### src/sv/cpnt_pkg.sv
// Shared types and constants for the channel pedestal and noise tracker.
// No dependencies; imported by the divider, square-root and top modules.
package cpnt_pkg;

   typedef enum logic [3:0] {
      ST_CLEAR,
      ST_IDLE,
      ST_READ,
      ST_LOAD,
      ST_DIV_MEAN,
      ST_MUL,
      ST_UPDATE,
      ST_DIV_VAR,
      ST_SQRT,
      ST_EMIT
   } state_type;

   typedef logic [6:0] step_type;

   typedef struct packed {
      logic     start;
      step_type steps;
   } div_cmd_type;

   localparam int COUNT_W = 32;
   localparam int MEAN_W  = 22;
   localparam int SUM_W   = 64;
   localparam int RMS_W   = 16;
   localparam int MEM_W   = COUNT_W + MEAN_W + SUM_W;

   // rounded mean dividend is at most 33 bits wide, left-aligned in the divider
   localparam step_type MEAN_DIV_STEPS = 7'd33;
   localparam step_type VAR_DIV_STEPS  = 7'd64;
   localparam logic [4:0] SQRT_STEPS   = 5'd16;

endpackage

### src/sv/cpnt_divider.sv
// Restoring divider, one quotient bit per cycle: 64-bit dividend, 32-bit divisor.
// Depends on cpnt_pkg for the command struct.
module cpnt_divider (
   input  logic                  clock,
   input  logic                  reset,
   input  cpnt_pkg::div_cmd_type cmd,
   input  logic [63:0]           dividend,
   input  logic [31:0]           divisor,
   output logic                  done,
   output logic [63:0]           quotient
);
   import cpnt_pkg::*;

   logic [63:0] num_ff;
   logic [63:0] quo_ff;
   logic [31:0] rem_ff;
   logic [31:0] div_ff;
   step_type    left_ff;
   logic        busy_ff;
   logic        done_ff;

   logic [32:0] trial;
   logic [32:0] diff;
   logic        fits;
   logic [31:0] rem_in;

   always_comb begin
      trial  = {rem_ff, num_ff[63]};
      diff   = trial - {1'b0, div_ff};
      fits   = trial >= {1'b0, div_ff};
      rem_in = fits ? diff[31:0] : trial[31:0];
   end

   always_ff @(posedge clock) begin
      if (reset) begin
         busy_ff <= 1'b0;
         done_ff <= 1'b0;
      end else begin
         done_ff <= 1'b0;
         if (cmd.start) begin
            busy_ff <= 1'b1;
         end else if (busy_ff && left_ff == 7'd1) begin
            busy_ff <= 1'b0;
            done_ff <= 1'b1;
         end
      end
   end

   always_ff @(posedge clock) begin
      if (cmd.start) begin
         num_ff  <= dividend;
         div_ff  <= divisor;
         rem_ff  <= '0;
         quo_ff  <= '0;
         left_ff <= cmd.steps;
      end else if (busy_ff) begin
         num_ff  <= {num_ff[62:0], 1'b0};
         rem_ff  <= rem_in;
         quo_ff  <= {quo_ff[62:0], fits};
         left_ff <= left_ff - 7'd1;
      end
   end

   assign done     = done_ff;
   assign quotient = quo_ff;

endmodule

### config.mk
export PLATFORM = sky130hd
export DESIGN_NAME = cpnt_divider
export DESIGN_NICKNAME = d
export VERILOG_FILES = /design/src/sv/cpnt_pkg.sv /design/src/sv/cpnt_divider.sv
export SDC_FILE = /design/constraint.sdc
export NUM_CORES = 1
export LEC_CHECK = 0
export ABC_AREA = 1
export BUFFER_PORTS_ARGS = -buffer_cell sky130_fd_sc_hd__buf_2
export CAP_MARGIN = 10
export CORE_ASPECT_RATIO = 2
export CORE_MARGIN = 1
export CORE_UTILIZATION = 57
export DETAILED_ROUTE_END_ITERATION = 16
export GPL_ROUTABILITY_DRIVEN = 0
export PLACE_DENSITY = 0.81
export SYNTH_ARGS = -nofsm -noshare
export SYNTH_HDL_FRONTEND = slang
export SYNTH_SLANG_ARGS = --single-unit
### constraint.sdc
create_clock -name clock -period 4.4 [get_ports clock]
set_clock_uncertainty 0.2 [all_clocks]
set_input_delay 0.22 -clock clock [delete_from_list [all_inputs] [get_ports clock]]
set_output_delay 0.22 -clock clock [all_outputs]
set_load 0.005 [all_outputs]
# --- After elaboration in Yosys (flattened, before gate mapping) ---
# Cells that the tools add are included.
word_totals:
  out_inout_bits: 65
  in_bits: 106
  wordCells: 23
  ff_bits: 201
op_classes:
  magnitude_cmp: 1
  addsub: 2
  mux: 8
  n_reduce_logical: 4
  n_eq_ne: 1
op_table:
  columns: ["operator", "count"]
  rows:
  - ["two-way mux 64 bit", 2]
  - [">= comparator 33 x 32 -> 1 bit", 1]
  - ["two-way mux 32 bit", 1]
  - ["subtractor 32 bit", 1]
  - ["two-way mux 7 bit", 2]
  - ["== test 7 x 1 -> 1 bit (second input constant)", 1]
  - ["subtractor 7 x 1 -> 7 bit (second input constant)", 1]
  - ["nonzero test 2 bit", 2]
  - ["two-way mux 1 bit", 3]
  - ["OR reduction 2 bit", 1]
  - ["logical AND 1 bit", 1]

# --- Longest topological paths before layout ---
logic_depth:
  depth_word: 4
  depth_mapped: 17

# --- Worst setup path before layout ---
# No wires, ideal clock.
synth_timing:
  kind: "register -> register"
  from: "register busy_ff"
  to: "register left_ff[0] (enable)"
  n_path_buf: 1
  required_ps: 3737
  stages_incl_launch_ff: 4
  path_slack_ps: 1042
  setup_ps: 463
  t_arrival_ps: 2695
  cell_sequence: "dfxtp_1 > nor2_1 > inv_2 > clkbuf_1"
synth_via:
  elab_chain_len: 1
synth_lines:
  columns: ["item", "line_no", "source"]
  rows:
  - ["start, declared", "cpnt_divider.sv:19", "logic busy_ff;"]
  - ["start signal, assigned", "cpnt_divider.sv:36", "busy_ff <= 1'b0;"]
  - ["start signal, assigned", "cpnt_divider.sv:41", "busy_ff <= 1'b1;"]
  - ["start signal, assigned", "cpnt_divider.sv:43", "busy_ff <= 1'b0;"]
  - ["nonzero test 2 bit (no line)", null, null]
  - ["end signal, assigned", "cpnt_divider.sv:55", "left_ff <= cmd.steps;"]
  - ["end signal, assigned", "cpnt_divider.sv:60", "left_ff <= left_ff - 7'd1;"]
  - ["end, declared", "cpnt_divider.sv:18", "step_type left_ff;"]
# Every way passes these cells.
# A chain may end at the register's enable or synchronous reset.

# --- Worst setup path after layout ---
layout_timing:
  from: "register div_ff[20]"
  to: "register rem_ff[27]"
layout_via:
  elab_chain_len: 2
layout_lines:
  columns: ["item", "line_no", "source"]
  rows:
  - ["start, declared", "cpnt_divider.sv:17", "logic [31:0] div_ff;"]
  - ["start signal, assigned", "cpnt_divider.sv:52", "div_ff <= divisor;"]
  - ["subtractor 32 bit or >= comparator 33 x 32 -> 1 bit (tied branches)", "cpnt_divider.sv:29, cpnt_divider.sv:30", null]
  - ["two-way mux 32 bit (*)", "cpnt_divider.sv:31", "rem_in = fits ? diff[31:0] : trial[31:0];"]
  - ["end signal, assigned", "cpnt_divider.sv:58", "rem_ff <= rem_in;"]
  - ["end, declared", "cpnt_divider.sv:16", "logic [31:0] rem_ff;"]
# Every way passes the cells marked *; elsewhere a longest branch is shown, timed or not.

==> impl_metrics.ini <==
[timing]
whs_ns = 0.00702
maxSlewViolCount = 0
slew-limit-headroom_pct = 48.3
maxClockFrequency_mhz = 343
hold_violations = 0
tightest_slew_ns = 0.774
setup_viol = 0
rsz0062_at_grt = no
setup_tns_ns = 0
period_share_pct = 66.2
fin_crit_ns = 2.91

[die]
die_width_um = 97.1
die_y_um = 192
io_pins = 171
dieArea_um2 = 18700
initial_core_util_pct = 58.0
core_area_um2 = 17800
rows = 69

[cts]
htree_num_levels = 1
cts.clk_slew.worst_paths_ns = 0.07
cts.path.max_buffers = 3
hold_buffers = 104
post_cts_buffers = 0
clock-sinks = 201
insertion_delay_ns = 0.50
cts_buffers = 19
cts_tree = yes
cts_root_buf = clkbuf_16
cts_resized = 0

[final_layout]
n_fill_cell = 1295
area_delta_synth_final_pct = 25.8
utilization_pct = 73.0
nNetsFinal = 1763
layout-drive-gt1-share_pct = 13.8

[pwr]
irDropWorstVdd_v = 0.000450
power.density_nw_per_um2 = 327
cellLeakagePower_nw = 6.66

[yosys]
synth_cells = 1362
synth_area_per_cell_um2 = 7.58
yosysSeqAreaShare_pct = 49.0
ys_types = 35
ys_seq_elements = 201
syn_area_um2 = 10300
ys_warn_count = 0
syn-num-nets = 1503

[place]
hpwl_um = 18700
port-buffer-count = 170

[critical_path]
crit_fanout = 33
critPathKind = reg -> reg
critPathLaunchType = flop
end_kind = flop
required_ns = 4.59
cp.arrival_ns = 3.11

[worst_hold_path]
worstHoldPathType = in -> reg

[routing]
drt_iter0_drc = 522
dr.pass1.iters = 6
num_vias = 9849
vias_per_cell = 5.33
ant_nets = 0
routedWlPerCell_um = 16.5
wl_um = 30600
drc_errors = 0

[job]
cap_violations = 0

[grt]
grt_antenna_before_repair = 0
grt_pass1_wl_um = 47700
grt_usage_pct = 32.5
grt_pass1_vias = 9977
grt.overflow.total = 0
grt_max_degree = 81

[status]
status = completed
[sequential cells by signal (all words and copies together) (netlist names)]
signal	count
num_ff	64
quotient	64
div_ff	32
rem_ff	32
left_ff	7
busy_ff	1
done	1
[cells in the final DEF (no fill, tap or decap), drive strengths merged]
cell         count
nor4             1
a31oi            2
edfxtp         103
o21bai           2
and3             1
diode            1
nand3b          19
a21oi           15
bufinv           1
inv            247
xor2             5
or2              2
buf            176
xnor2           12
nor2            53
nand4           10
and2             4
o22ai           62
dlygate4sd3    104
dfxtp           98
o21ai            8
nor3             5
clkinv           7
ha              34
nand3           64
nand2          574
clkbuf          24
fa               1
[stage by stage]
step	instances	worst slack, ns	area, µm²	power (mW)
finish	1848	1.49	13000	4.24
global route	1847	1.23	13000	4.38
CTS	1847	1.45	13000	4.22
detailed placement	1710	1.48	11300	2.51
global placement	1710	1.56	11300	2.50
floorplan	1362	1.04	10300	2.39
[metal layers]
metal,vias to the layer above,track usage (%),part of all wire [%]
met3,138,4.56,5.9
li1,4755,-,-
met4,0,21.0,7.0
met2,462,63.5,55
met5,-,0,0
met1,4494,31.2,33
[final timing paths]
check	start	to	slack (ns)	cells after the start
worst max-delay path	div_ff[20]	rem_ff[27]	1.49	16
worst max register to register	div_ff[20]	rem_ff[27]	1.49	16
worst min register to register	quotient[63]	quotient[63]	0.27	2
worst min-delay path	cmd[7]	div_ff[20]	0.007	1
[synthesized netlist by cell type]
| cell | count | area share (%) |
|---|---|---|
| clkinv_1 | 1 | 0.036 |
| nor2_2 | 3 | 0.18 |
| buf_8 | 1 | 0.15 |
| nand2_1 | 569 | 21 |
| nand2_4 | 1 | 0.11 |
| nand2_2 | 3 | 0.18 |
| and3_1 | 1 | 0.061 |
| fa_1 | 1 | 0.19 |
| xor2_1 | 5 | 0.42 |
| and2_1 | 4 | 0.24 |
| buf_2 | 7 | 0.34 |
| o21ai_0 | 8 | 0.39 |
| xnor2_1 | 12 | 1.0 |
| ha_1 | 34 | 4.1 |
| a31oi_1 | 2 | 0.12 |
| nor4_4 | 1 | 0.21 |
| nor3_1 | 5 | 0.24 |
| buf_6 | 2 | 0.22 |
| nand3_1 | 63 | 3.1 |
| or2_2 | 2 | 0.12 |
| buf_1 | 4 | 0.15 |
| nand3b_1 | 19 | 1.4 |
| nand2_8 | 1 | 0.19 |
| nor2_4 | 2 | 0.22 |
| o21bai_1 | 2 | 0.15 |
| nand3_2 | 1 | 0.097 |
| nand4_1 | 10 | 0.61 |
| edfxtp_1 | 103 | 30 |
| o22ai_1 | 62 | 3.8 |
| dfxtp_1 | 98 | 19 |
| clkbuf_1 | 27 | 0.98 |
| inv_2 | 2 | 0.073 |
| inv_1 | 243 | 8.8 |
| nor2_1 | 48 | 1.7 |
| a21oi_1 | 15 | 0.73 |
[cell type report]
| class | instances | area, µm² | area share (%) |
|---|---|---|---|
| clock inverter | 9 | 78.8 | 0.607 |
| tap | 213 | 267 | 2.05 |
| sequential | 201 | 5050 | 38.9 |
| multi-input combinational | 874 | 4160 | 32.0 |
| antenna | 1 | 2.50 | 0.0193 |
| clock buffer | 24 | 546 | 4.20 |
| inverter | 246 | 926 | 7.13 |
| timing repair buffer | 280 | 1950 | 15.0 |
[report_power, final]
part	internal [mW]	switching (mW)	total [mW]
Sequential	2.08	0.0345	2.12
Clock	0.942	0.727	1.67
Combinational	0.188	0.269	0.457
Total	3.21	1.03	4.24
[cells by family (layout without fill, tap and decap cells)]
kind of cell | after synthesis | after routing | synth area share, %
buffers and inverters | 287 | 559 | 10.8
and+or+nand+nor | 733 | 733 | 29.3
adders and majority gates | 35 | 35 | 4.32
xor gates and xnor gates | 17 | 17 | 1.44
other | 0 | 1 | 0
AOI/OAI and AO/OA | 89 | 89 | 5.14
DFF | 201 | 201 | 49.0
[worst max-delay path, cell delays in order (launching register included)]
cell and delay [ns]:
edfxtp_1 0.32, inv_1 0.04, ha_1 0.34, nand2_1 0.14
inv_1 0.05, nand2_1 0.06, nand2_1 0.06, nand2_1 0.05
nand2_1 0.07, nand2_1 0.06, nand2_1 0.08, nor2_4 0.60
nand2_8 0.27, nand2_2 0.24, nand2_1 0.08, nand2_1 0.07
nand2_1 0.05
Note: power is estimated with default switching activity, not from simulation.
