**src/sv/cpnt_pkg.sv**
```systemverilog
// Shared types and constants for the channel pedestal and noise tracker.
// No dependencies; imported by the divider, square-root and top modules.
package cpnt_pkg;

   typedef enum logic [3:0] {
      ST_CLEAR,
      ST_IDLE,
      ST_READ,
      ST_LOAD,
      ST_DIV_MEAN,
      ST_MUL,
      ST_UPDATE,
      ST_DIV_VAR,
      ST_SQRT,
      ST_EMIT
   } state_type;

   typedef logic [6:0] step_type;

   typedef struct packed {
      logic     start;
      step_type steps;
   } div_cmd_type;

   localparam int COUNT_W = 32;
   localparam int MEAN_W  = 22;
   localparam int SUM_W   = 64;
   localparam int RMS_W   = 16;
   localparam int MEM_W   = COUNT_W + MEAN_W + SUM_W;

   // rounded mean dividend is at most 33 bits wide, left-aligned in the divider
   localparam step_type MEAN_DIV_STEPS = 7'd33;
   localparam step_type VAR_DIV_STEPS  = 7'd64;
   localparam logic [4:0] SQRT_STEPS   = 5'd16;

endpackage

```
**src/sv/cpnt_isqrt.sv**
```systemverilog
// Digit-by-digit integer square root of a 32-bit value, one root bit per cycle.
// Depends on cpnt_pkg for the step count.
module cpnt_isqrt (
   input  logic        clock,
   input  logic        reset,
   input  logic        start,
   input  logic [31:0] radicand,
   output logic        done,
   output logic [15:0] root
);
   import cpnt_pkg::*;

   logic [31:0] rad_ff;
   logic [17:0] rem_ff;
   logic [15:0] root_ff;
   logic [4:0]  left_ff;
   logic        busy_ff;
   logic        done_ff;

   logic [19:0] cur;
   logic [19:0] trial;
   logic [19:0] diff;
   logic        fits;

   always_comb begin
      cur   = {rem_ff, rad_ff[31:30]};
      trial = {2'b00, root_ff, 2'b01};
      diff  = cur - trial;
      fits  = cur >= trial;
   end

   always_ff @(posedge clock) begin
      if (reset) begin
         busy_ff <= 1'b0;
         done_ff <= 1'b0;
      end else begin
         done_ff <= 1'b0;
         if (start) begin
            busy_ff <= 1'b1;
         end else if (busy_ff && left_ff == 5'd1) begin
            busy_ff <= 1'b0;
            done_ff <= 1'b1;
         end
      end
   end

   always_ff @(posedge clock) begin
      if (start) begin
         rad_ff  <= radicand;
         rem_ff  <= '0;
         root_ff <= '0;
         left_ff <= SQRT_STEPS;
      end else if (busy_ff) begin
         rad_ff  <= {rad_ff[29:0], 2'b00};
         rem_ff  <= fits ? diff[17:0] : cur[17:0];
         root_ff <= {root_ff[14:0], fits};
         left_ff <= left_ff - 5'd1;
      end
   end

   assign done = done_ff;
   assign root = root_ff;

endmodule

```
**config.mk**
```make
export PLATFORM = sky130hd
export DESIGN_NAME = cpnt_isqrt
export DESIGN_NICKNAME = d
export VERILOG_FILES = /design/src/sv/cpnt_pkg.sv /design/src/sv/cpnt_isqrt.sv
export SDC_FILE = /design/constraint.sdc
export NUM_CORES = 1
export LEC_CHECK = 0
export ABC_AREA = 1
export ABC_CLOCK_PERIOD_IN_PS = 3600
export BUFFER_PORTS_ARGS = -buffer_cell sky130_fd_sc_hd__buf_2
export CAP_MARGIN = 5
export CORE_UTILIZATION = 49
export CTS_BUF_LIST = sky130_fd_sc_hd__clkbuf_8 sky130_fd_sc_hd__clkbuf_16
export CTS_CLUSTER_SIZE = 10
export DETAILED_ROUTE_END_ITERATION = 10
export PLACE_DENSITY = 0.75
export REMOVE_ABC_BUFFERS = 1
export SLEW_MARGIN = 0
export SYNTH_ARGS = -nofsm -noshare
export SYNTH_HDL_FRONTEND = slang
export SYNTH_SLANG_ARGS = --single-unit
```
**constraint.sdc**
```tcl
create_clock -name clock -period 3.6 [get_ports clock]
set_input_delay 0.36 -clock clock [delete_from_list [all_inputs] [get_ports clock]]
set_output_delay 0.36 -clock clock [all_outputs]
set_load 0.005 [all_outputs]
```
## After elaboration in Yosys (flattened, before gate mapping)

Index checks and enable logic that the tools add are counted.

- Logic and storage cells: 20
- Bits of input ports: 35
- Bits in registers: 73
- Output and inout port bits: 17

- Magnitude comparators: 1
- Muxes and demuxes: 6
- Reductions and logical operators: 4
- Equal/unequal tests: 1
- Add/subtract/negate cells: 2

Operators by type and width:

| operator | number |
|---|---|
| $mux 32 | 2 |
| $ge 20x18->1 | 1 |
| $mux 18 | 1 |
| $sub 18x18->18 | 1 |
| $eq 5x1->1 const B | 1 |
| $sub 5x1->5 const B | 1 |
| $reduce_bool 2->1 | 2 |
| $mux 1 | 3 |
| $reduce_or 2->1 | 1 |
| $logic_and 1x1->1 | 1 |

## Longest topological paths before layout

Gate-level depths: netlist of run 1.

- Word-level depth: 4
- Depth in mapped cells: 15
- Gate-level depth less buffers: 14

## Worst setup path before layout of run 1

Ideal clock, no wire load.

- Path type: flip-flop to flip-flop
- Start: reg busy_ff
- End: reg rad_ff[0] (enable)
- Slack: 1,567 ps
- Library setup time: 409 ps
- Arrival time: 1,624 ps
- Data required time: 3,191 ps
- Buffers on the path: 1
- Clock period less this slack: 2,033 ps
- Stages on the path, launching flop included: 4
- Cell sequence: dfxtp_1 nor2_1 clkinv_1 buf_1

- Word-level cells in the longest chain between the ends: 1

RTL lines:

| what | RTL line | RTL |
|---|---|---|
| start: declaration | cpnt_isqrt.sv:17 | `logic busy_ff;` |
| start signal: assignment | cpnt_isqrt.sv:34 | `busy_ff <= 1'b0;` |
| start signal: assignment | cpnt_isqrt.sv:39 | `busy_ff <= 1'b1;` |
| start signal: assignment | cpnt_isqrt.sv:41 | `busy_ff <= 1'b0;` |
| $reduce_bool 2->1 (no line) | - |  |
| end signal: assignment | cpnt_isqrt.sv:49 | `rad_ff <= radicand;` |
| end signal: assignment | cpnt_isqrt.sv:54 | `rad_ff <= {rad_ff[29:0], 2'b00};` |
| end: declaration | cpnt_isqrt.sv:13 | `logic [31:0] rad_ff;` |

Every way passes these cells.
A chain may end at the register's enable or synchronous reset.

## Worst setup path in the final report of run 1

- Start: reg root_ff[11], in the netlist root[11]
- End: reg rem_ff[15]

- Word-level cells in the longest chain between the ends: 2
- Elaborated cells between the ends (all ways): 3
- Those cells by class: 1 x add/sub; 1 x order compare; 1 x mux

RTL lines:

| what | RTL line | RTL |
|---|---|---|
| start: declaration | cpnt_isqrt.sv:15 | `logic [15:0] root_ff;` |
| start signal: assignment | cpnt_isqrt.sv:56 | `root_ff <= {root_ff[14:0], fits};` |
| $sub 18x18->18 / $ge 20x18->1 (equally long branches) | cpnt_isqrt.sv:28, cpnt_isqrt.sv:29 |  |
| $mux 18 * | cpnt_isqrt.sv:55 | `rem_ff <= fits ? diff[17:0] : cur[17:0];` |
| end signal: assignment | cpnt_isqrt.sv:55 |  |
| end: declaration | cpnt_isqrt.sv:14 | `logic [17:0] rem_ff;` |

Mark *: on every way between the ends. The rest lies on a longest branch, timed or not.

==> results of run 1 <==
## power by group
| part | total (W) | internal [W] | switching, W |
|---|---|---|---|
| Sequential | 0.00103 | 0.000971 | 0.0000636 |
| Combinational | 0.00173 | 0.000585 | 0.00114 |
| Clock | 0.000693 | 0.000348 | 0.000345 |
## cells in the final DEF, fill, tap and decap left out, drive strengths merged
cell type,synthesis,routed
a21oi,14,14
o21ai,11,11
nand3,36,36
nor3b,1,1
inv,70,72
clkinv,2,5
ha,20,20
nand4,4,4
o21bai,1,1
nor2,37,37
nand3b,3,3
buf,7,55
xor2,6,6
edfxtp,32,32
nor3,5,5
nand2,263,263
clkbuf,10,10
xnor2,1,1
dfxtp,41,41
o22ai,16,16
and3,1,1
bufinv,0,1
## logic make-up (layout without fill, tap and decap cells)
| kind of cell | Yosys count | in the layout | synth area share |
|---|---|---|---|
| AO/OA/AOI/OAI | 42 | 42 | 0.0567 |
| XOR/XNOR | 7 | 7 | 0.0149 |
| adder cells (fa/ha/maj) | 20 | 20 | 0.0609 |
| buffers and inverters | 89 | 143 | 0.0865 |
| flip-flops | 73 | 73 | 0.434 |
| AND/OR/NAND/NOR | 350 | 350 | 0.347 |
## flip-flops by register name, indices dropped and copies added (netlist names)
register and flops:
root 16, rad_ff 32, rem_ff 18, left_ff 5
done 1, busy_ff 1
## synthesized netlist by cell type (4+ instances only)
cell / count / share of area
edfxtp_1: 32 / 0.23
a21oi_1: 14 / 0.017
inv_1: 67 / 0.061
nor3_1: 4 / 0.0049
nand2_1: 259 / 0.24
nand4_1: 4 / 0.0061
xor2_1: 6 / 0.013
clkbuf_1: 10 / 0.0091
o21ai_0: 8 / 0.0098
dfxtp_1: 41 / 0.20
nand3_1: 35 / 0.043
o22ai_1: 16 / 0.024
nor2_1: 34 / 0.031
ha_1: 20 / 0.061
## worst max-delay path: cells and delay by family (launching register included)
kind | cells | cell delay (ns)
and+or+nand+nor | 12 | 1.58
buffers and inverters | 1 | 0.07
DFF | 1 | 0.33
adders and majority gates | 1 | 0.41
## through the flow
stage | area (um^2) | instances | power (W) | hold WS (ns) | setup slack, ns
3_5_place_dp | 4440 | 724 | 0.00275 | 0.446 | 1.16
3_3_place_gp | 4440 | 724 | 0.00272 | 0.440 | 1.16
4_1_cts | 4650 | 740 | 0.00344 | 0.169 | 1.14
6_report | 4650 | 740 | 0.00345 | 0.184 | 1.12
2_1_floorplan | 4020 | 564 | 0.00236 | 0.426 | 0.879
5_1_grt | 4650 | 740 | 0.00376 | 0.191 | 0.921
## metal layers
metal | vias to the layer above | global-route usage | share of wire
met4 | 0 | 0.0885 | 0.021
met5 | - | 0 | 0
li1 | 1932 | - | -
met2 | 92 | 0.388 | 0.46
met3 | 16 | 0.0593 | 0.056
met1 | 1640 | 0.289 | 0.46
## final timing paths
| kind | slack [ns] | endpoint |
|---|---|---|
| worst min-delay path | 0.18 | done |
| worst max-delay path | 1.12 | rem_ff[15] |
| worst min register to register | 0.46 | rem_ff[17] |
| worst max register to register | 1.12 | rem_ff[15] |
## final cells by class
type | count | area [um^2]
Timing Repair Buffer | 55 | 285
Tap cell | 105 | 131
Fill cell | 789 | 3530
Clock inverter | 6 | 73.8
Inverter | 72 | 270
Multi-Input combinational cell | 419 | 1970
Sequential cell | 73 | 1780
Clock buffer | 10 | 138
==> flow_metrics.tcl, run 1 <==
set metrics [dict create \
    setup_violations 0 \
    grt_max_degree 42 \
    cts-buffers-inserted 9 \
    port_buffers 51 \
    whs_path_depth 2 \
    dpl.hpwl_mm 6.76 \
    cts_tree "yes" \
    fin_crit_ns 2.48 \
    critPathSlowestCell "nor2_2" \
    critPathKind "flop to flop" \
    ys_ff_latch 73 \
    ant_nets 0 \
    post_cts_buffers 0 \
    r2r_start "root[11]" \
    ir_drop_v 0.000280 \
    grt_usage 0.233 \
    core_area_um2 8180 \
    grt_pass1_wl_mm 15.9 \
    cts.sinks 73 \
    tightest_slew_ns 0.865 \
    outcome "finished clean" \
    hold_viol 0 \
    slowest_delay_ns 0.49 \
    diodes 0 \
    worst-endpoint-arrival_ns 2.73 \
    slew_viol_final 0 \
    routed_wl_mm 9.18 \
    fmax_mhz 403 \
    ys_seq_area_frac 0.434 \
    crit_path_start "root[11]" \
    power.density_nw_per_um2 743 \
    synth_cell_type_count 31 \
    area_growth_pct 13.2 \
    antenna_found_initial 0 \
    crit_fanout 22 \
    maxSlewHeadroom 0.423 \
    rsz0062_at_grt "no" \
    clk_pin_slew_worst_paths_ns 0.08 \
    cts_hold_buf 0 \
    hp-class "input port to flop" \
    routedWlPerCell_um 12.4 \
    avgSynthCellArea_um2 7.07 \
    drt_iter0_markers 196 \
    clk_latency_ns 0.36 \
    synth_edf_count 32 \
    rows 33 \
    dr.pass1.iters 4 \
    drv_cap 0 \
    die_y_um 93.5 \
    async_flop_share 0 \
    finalCritPeriodShare 0.689 \
    hp-start "reset" \
    critPathMostFrequentCell "nand2_1" \
    gp_congestion 0.978 \
    gr-total-overflow 0 \
    cts.repair.resized 0 \
    r2r_cells 14 \
    cts_root_buf "clkbuf_8" \
    drc_errors 0 \
    crit_chain "inv_1 -> ha_1 -> nand2_1 -> nand2_1 -> nand2_1 -> nand2_1 -> nand2_1 -> nand2_1 -> nor2_2 -> nand2_4 -> nand2_1 -> nand2_1 -> nand2_1 -> nand2_1" \
    yosys_warnings 0 \
    crit_path_start_kind "flop" \
    cp-end-kind "flop" \
    syn_area_um2 4110 \
    finalSetupTns_ns 0 \
    die_area_um2 8750 \
    leakage_nw 2.48 \
    postSynthCellCount 581 \
    ys.flop_type "dfxtp_1" \
    io_pins 52 \
    grt_pass1_vias 3566 \
    via_per_inst 4.97 \
    initial_core_util 0.502 \
    final_util 0.569 \
    drive_above_1_share 0.131 \
    via_count 3680 \
    crit_required_ns 3.85 \
    h-tree-depth 3 \
    nNetsFinal 685 \
    cts_buffer_depth 2 \
    fin_skew_ns 0.0161 \
    die_x_um 93.5 \
]
No activity file was read; power rests on OpenSTA's default activity.
==> run 2, diff against run 1 <==
Settings changed: ABC_CLOCK_PERIOD_IN_PS 3600 to 2500.
Clock period 3.6 ns to 2.5 ns, I/O delays scaled along.
==> run 2 against run 1 <==
  * Critical path depth unchanged
  * Critical path type unchanged
  * Worst hold slack worse by 0.11 ns
  * Register-to-register slack worse by 0.79 ns
  * Maximum frequency up 14%
  * Sequential power up 45%
  * Clock skew down 0.0025 ns
  * Die area unchanged
  * Sequential share of layout area down 0.18 points
  * Global-route usage up 0.30 points
  * Clock-buffer cell count down 1
  * Cell count up 0.41%
==> flow_metrics.tcl, run 2 (synthesis gave the netlist of run 1 again) <==
set metrics [dict create \
    finalCritPeriodShare 0.870 \
    cts_hold_buf 0 \
    grt_usage 0.236 \
    ant_nets 0 \
    fin_crit_ns 2.17 \
    port_buffers 51 \
    grt_pass1_wl_mm 16.2 \
    cts_root_buf "clkbuf_8" \
    gr-total-overflow 0 \
    hold_viol 0 \
    setup_violations 0 \
    grt_util_met2 0.401 \
    largest_register_ff_count 32 \
    crit_required_ns 2.74 \
    whs_path_depth 2 \
    die_y_um 93.5 \
    regMostFlops "rad_ff" \
    routedWlPerCell_um 12.4 \
    slew_viol_final 0 \
    r2r_start "root[5]" \
    drc_errors 0 \
    diodes 0 \
    via_per_inst 5.08 \
    cts-buffers-inserted 9 \
    crit_path_start_kind "flop" \
    via_count 3773 \
    clk_pin_slew_worst_paths_ns 0.07 \
    routed_wl_mm 9.20 \
    mostFrequentLayoutCells "nand2_1, inv_1, buf_2" \
    globalRouteMet1Util 0.283 \
    clk_latency_ns 0.35 \
    cts_buffer_depth 2 \
    antenna_found_initial 0 \
    rows 33 \
    worst-endpoint-arrival_ns 2.42 \
    initial_core_util 0.502 \
    tightest_slew_ns 0.870 \
    drive_above_1_share 0.130 \
    nNetsFinal 688 \
    dr.pass1.iters 5 \
    busiest_layer "met2" \
    cts.repair.resized 0 \
    grt_pass1_vias 3726 \
    leakage_nw 2.50 \
    r2r_end "rem_ff[15]" \
    hp-class "input port to flop" \
    power.density_nw_per_um2 1080 \
    final_common_cell "nand2_1" \
    whs_ns 0.0778 \
    min_to "done" \
    r2r_cells 14 \
    io_pins 52 \
    cts.sinks 73 \
    ir_drop_v 0.000421 \
    area_growth_pct 13.8 \
    outcome "finished clean" \
    drv_cap 0 \
    drt_iter0_markers 206 \
    post_cts_buffers 0 \
    cp-end-kind "flop" \
    core_area_um2 8180 \
    critPathKind "flop to flop" \
    dpl.hpwl_mm 6.64 \
    fin_skew_ns 0.0136 \
    crit_fanout 22 \
    gp_congestion 0.957 \
    die_x_um 93.5 \
    finalSetupTns_ns 0 \
    nFillCells 787 \
    rsz0062_at_grt "no" \
    hp-start "reset" \
    cts_tree "yes" \
    h-tree-depth 3 \
    fmax_mhz 460 \
    maxSlewHeadroom 0.419 \
    die_area_um2 8750 \
    r2r_slack_ns 0.33 \
    grt_max_degree 32 \
    met3_usage 0.0520 \
    final_util 0.571 \
]
run 2: cell count changes in the layout (fill, tap and decap cells not counted), sizes merged:
cell / before / now
buf: 55 / 58
bufinv: 1 / 2
clkbuf: 10 / 9
clkinv: 5 / 4
clkinvlp: 0 / 1
run 2: power breakdown:
group          total (W)  internal (W)  switching (W)
Combinational    0.00257      0.000885        0.00168
Sequential       0.00149       0.00140      0.0000872
Clock           0.000999      0.000553       0.000446
run 2: worst max path at each step:
stage	from	to	slack, ns	depth (start not counted)
after floorplan	busy_ff	rad_ff[0]	-0.19	2
after global placement	root[5]	rem_ff[14]	0.42	14
after detailed placement	root[5]	rem_ff[15]	0.36	14
after CTS	root[8]	rem_ff[15]	0.34	14
after global routing	root[8]	rem_ff[15]	0.10	14
final	root[5]	rem_ff[15]	0.33	14
run 2: routing by layer:
metal  part of all wire  vias to the layer above
met2               0.48                      123
met3              0.058                       25
met5                  0                        -
met1               0.44                     1681
li1                   -                     1944
met4              0.022                        0
run 2: through the flow:
step	power [W]	setup WS (ns)	instance area (um^2)	cells
after global routing	0.00551	0.103	4670	743
after global placement	0.00398	0.420	4460	727
after CTS	0.00504	0.339	4670	743
final	0.00505	0.325	4670	743
after floorplan	0.00340	-0.191	4020	564
after detailed placement	0.00403	0.357	4460	727
run 2: worst max-delay path: stages, from the launching register on:
cell	delay [ns]
dfxtp_1	0.33
inv_1	0.09
ha_1	0.36
nand2_1	0.17
inv_1	0.09
nand2_1	0.07
nand2_1	0.05
nand2_1	0.10
nand3_2	0.12
nand2_2	0.10
nand2_4	0.17
nand2_1	0.24
nand2_1	0.07
nand2_1	0.07
nand2_1	0.05
run 2: final cells by class:
cell class | count | area (um^2) | share of cell area
Multi-Input combinational cell | 419 | 1970 | 0.422
Clock buffer | 9 | 124 | 0.0265
Timing Repair Buffer | 58 | 308 | 0.0659
Tap cell | 105 | 131 | 0.0281
Clock inverter | 7 | 87.6 | 0.0187
Sequential cell | 73 | 1780 | 0.381
Inverter | 72 | 270 | 0.0578
==> run 3, diff against run 2 <==
Settings changed: RECOVER_POWER set to 25.
==> run 3 against run 2 <==
  * Maximum frequency down 0.92%
  * Power down 0.14%
  * Die area unchanged
  * Clock power about the same
  * Clock-buffer cell count unchanged
  * Cell count unchanged
  * Sequential share of layout area up 0.24 points
  * Critical endpoint unchanged
  * Largest power group unchanged
==> flow_metrics.tcl, run 3 (synthesis gave the netlist of run 1 again) <==
set metrics [dict create \
    dpl.hpwl_mm 6.64 \
    grt_pass1_vias 3726 \
    slowest_delay_ns 0.38 \
    drc_errors 0 \
    cts_tree "yes" \
    die_y_um 93.5 \
    r2r_start "root[8]" \
    hp-start "reset" \
    cts_buffer_depth 2 \
    drt_iter0_markers 211 \
    routed_wl_mm 9.19 \
    crit_fanout 22 \
    r2r_cells 14 \
    crit_path_start "root[8]" \
    hold_viol 0 \
    critPathKind "flop to flop" \
    hp-class "input port to flop" \
    routedWlPerCell_um 12.4 \
    critPathSlowestCell "ha_1" \
    mostFrequentLayoutCells "nand2_1, inv_1, dfxtp_1" \
    critPathMostFrequentCell "nand2_1" \
    outcome "finished clean" \
    antenna_found_initial 0 \
    h-tree-depth 3 \
    clk_latency_ns 0.35 \
    power.density_nw_per_um2 1090 \
    nNetsFinal 688 \
    drive_above_1_share 0.107 \
    clk_pin_slew_worst_paths_ns 0.08 \
    ir_drop_v 0.000422 \
    leakage_nw 2.43 \
    dr.pass1.iters 5 \
    p_total_w 0.00505 \
    crit_chain "inv_1 -> ha_1 -> nand2_1 -> inv_2 -> nand2_1 -> nor2_1 -> nand2_1 -> nand3_2 -> nand2_2 -> nand2_4 -> nand2_1 -> nand2_1 -> nand2_1 -> nand2_1" \
    cp-end-kind "flop" \
    cts.sinks 73 \
    initial_core_util 0.502 \
    grt_max_degree 32 \
    fin_skew_ns 0.0141 \
    crit_path_start_kind "flop" \
    finalCritPeriodShare 0.878 \
    gr-total-overflow 0 \
    io_pins 52 \
    post_cts_buffers 0 \
    gp_congestion 0.957 \
    ant_nets 0 \
    r2r_slack_ns 0.31 \
    diodes 0 \
    final_util 0.568 \
    drv_cap 0 \
    grt_usage 0.236 \
    area_growth_pct 13.1 \
    largest_register_ff_count 32 \
    tightest_slew_ns 1.03 \
    rsz0062_at_grt "no" \
    cts.repair.resized 0 \
    grt_pass1_wl_mm 16.2 \
    cts_hold_buf 0 \
    regMostFlops "rad_ff" \
    fmax_mhz 456 \
    slew_viol_final 0 \
    cts_root_buf "clkbuf_8" \
    maxSlewHeadroom 0.311 \
    port_buffers 51 \
    cp-endpoint "rem_ff[15]" \
    via_per_inst 5.06 \
    rows 33 \
    die_x_um 93.5 \
    core_area_um2 8180 \
    worst-endpoint-arrival_ns 2.48 \
    final_common_cell "nand2_1" \
    fin_crit_ns 2.19 \
    via_count 3760 \
    cts-buffers-inserted 9 \
    r2r_end "rem_ff[15]" \
    crit_required_ns 2.79 \
    die_area_um2 8750 \
    setup_violations 0 \
]
[run 3: cell count changes in the layout (fill, tap and decap cells not counted)]
| cell | before | now |
|---|---|---|
| clkbuf_1 | 0 | 15 |
| clkbuf_2 | 0 | 1 |
| buf_2 | 51 | 39 |
| buf_4 | 7 | 3 |
[run 3: layout make-up]
| cell class | instances | area (um^2) |
|---|---|---|
| Clock buffer | 9 | 124 |
| Clock inverter | 7 | 87.6 |
| Fill cell | 798 | 3530 |
| Inverter | 72 | 270 |
| Multi-Input combinational cell | 419 | 1970 |
| Sequential cell | 73 | 1780 |
| Tap cell | 105 | 131 |
| Timing Repair Buffer | 58 | 279 |
[run 3: per-stage QoR]
stage	setup TNS (ns)	instances	worst slack [ns]	cell area [um^2]	hold slack, ns
final	0	743	0.305	4640	0.0799
after global routing	0	743	0.0939	4640	0.0846
after CTS	0	743	0.339	4670	0.0589
after detailed placement	0	727	0.357	4460	0.434
after global placement	0	727	0.420	4460	0.435
after floorplan	-8.56	564	-0.191	4020	0.322
[run 3: worst min-delay path by stage]
stage | to | cells after the start
finish | done | 2
global route | done | 2
CTS | done | 2
detailed placement | done | 2
global placement | done | 2
floorplan | left_ff[0] | 1
[run 3: where the power goes]
part / switching [W] / internal [W]
sequential: 0.0000863 / 0.00140
combinational: 0.00168 / 0.000881
clock: 0.000444 / 0.000553
[run 3: worst max-delay path: cells and delay by family, from the launching register on]
family	cells	cell delay, ns
simple gates	11	1.24
flops	1	0.34
buf+inv	2	0.16
fa+ha+maj	1	0.38
[run 3: metal layers]
metal,share of wire,global-route usage,routed length (um)
met2,0.47,0.401,4290
met1,0.45,0.283,4100
met4,0.027,0.110,246
met5,0,0,0
met3,0.060,0.0520,548
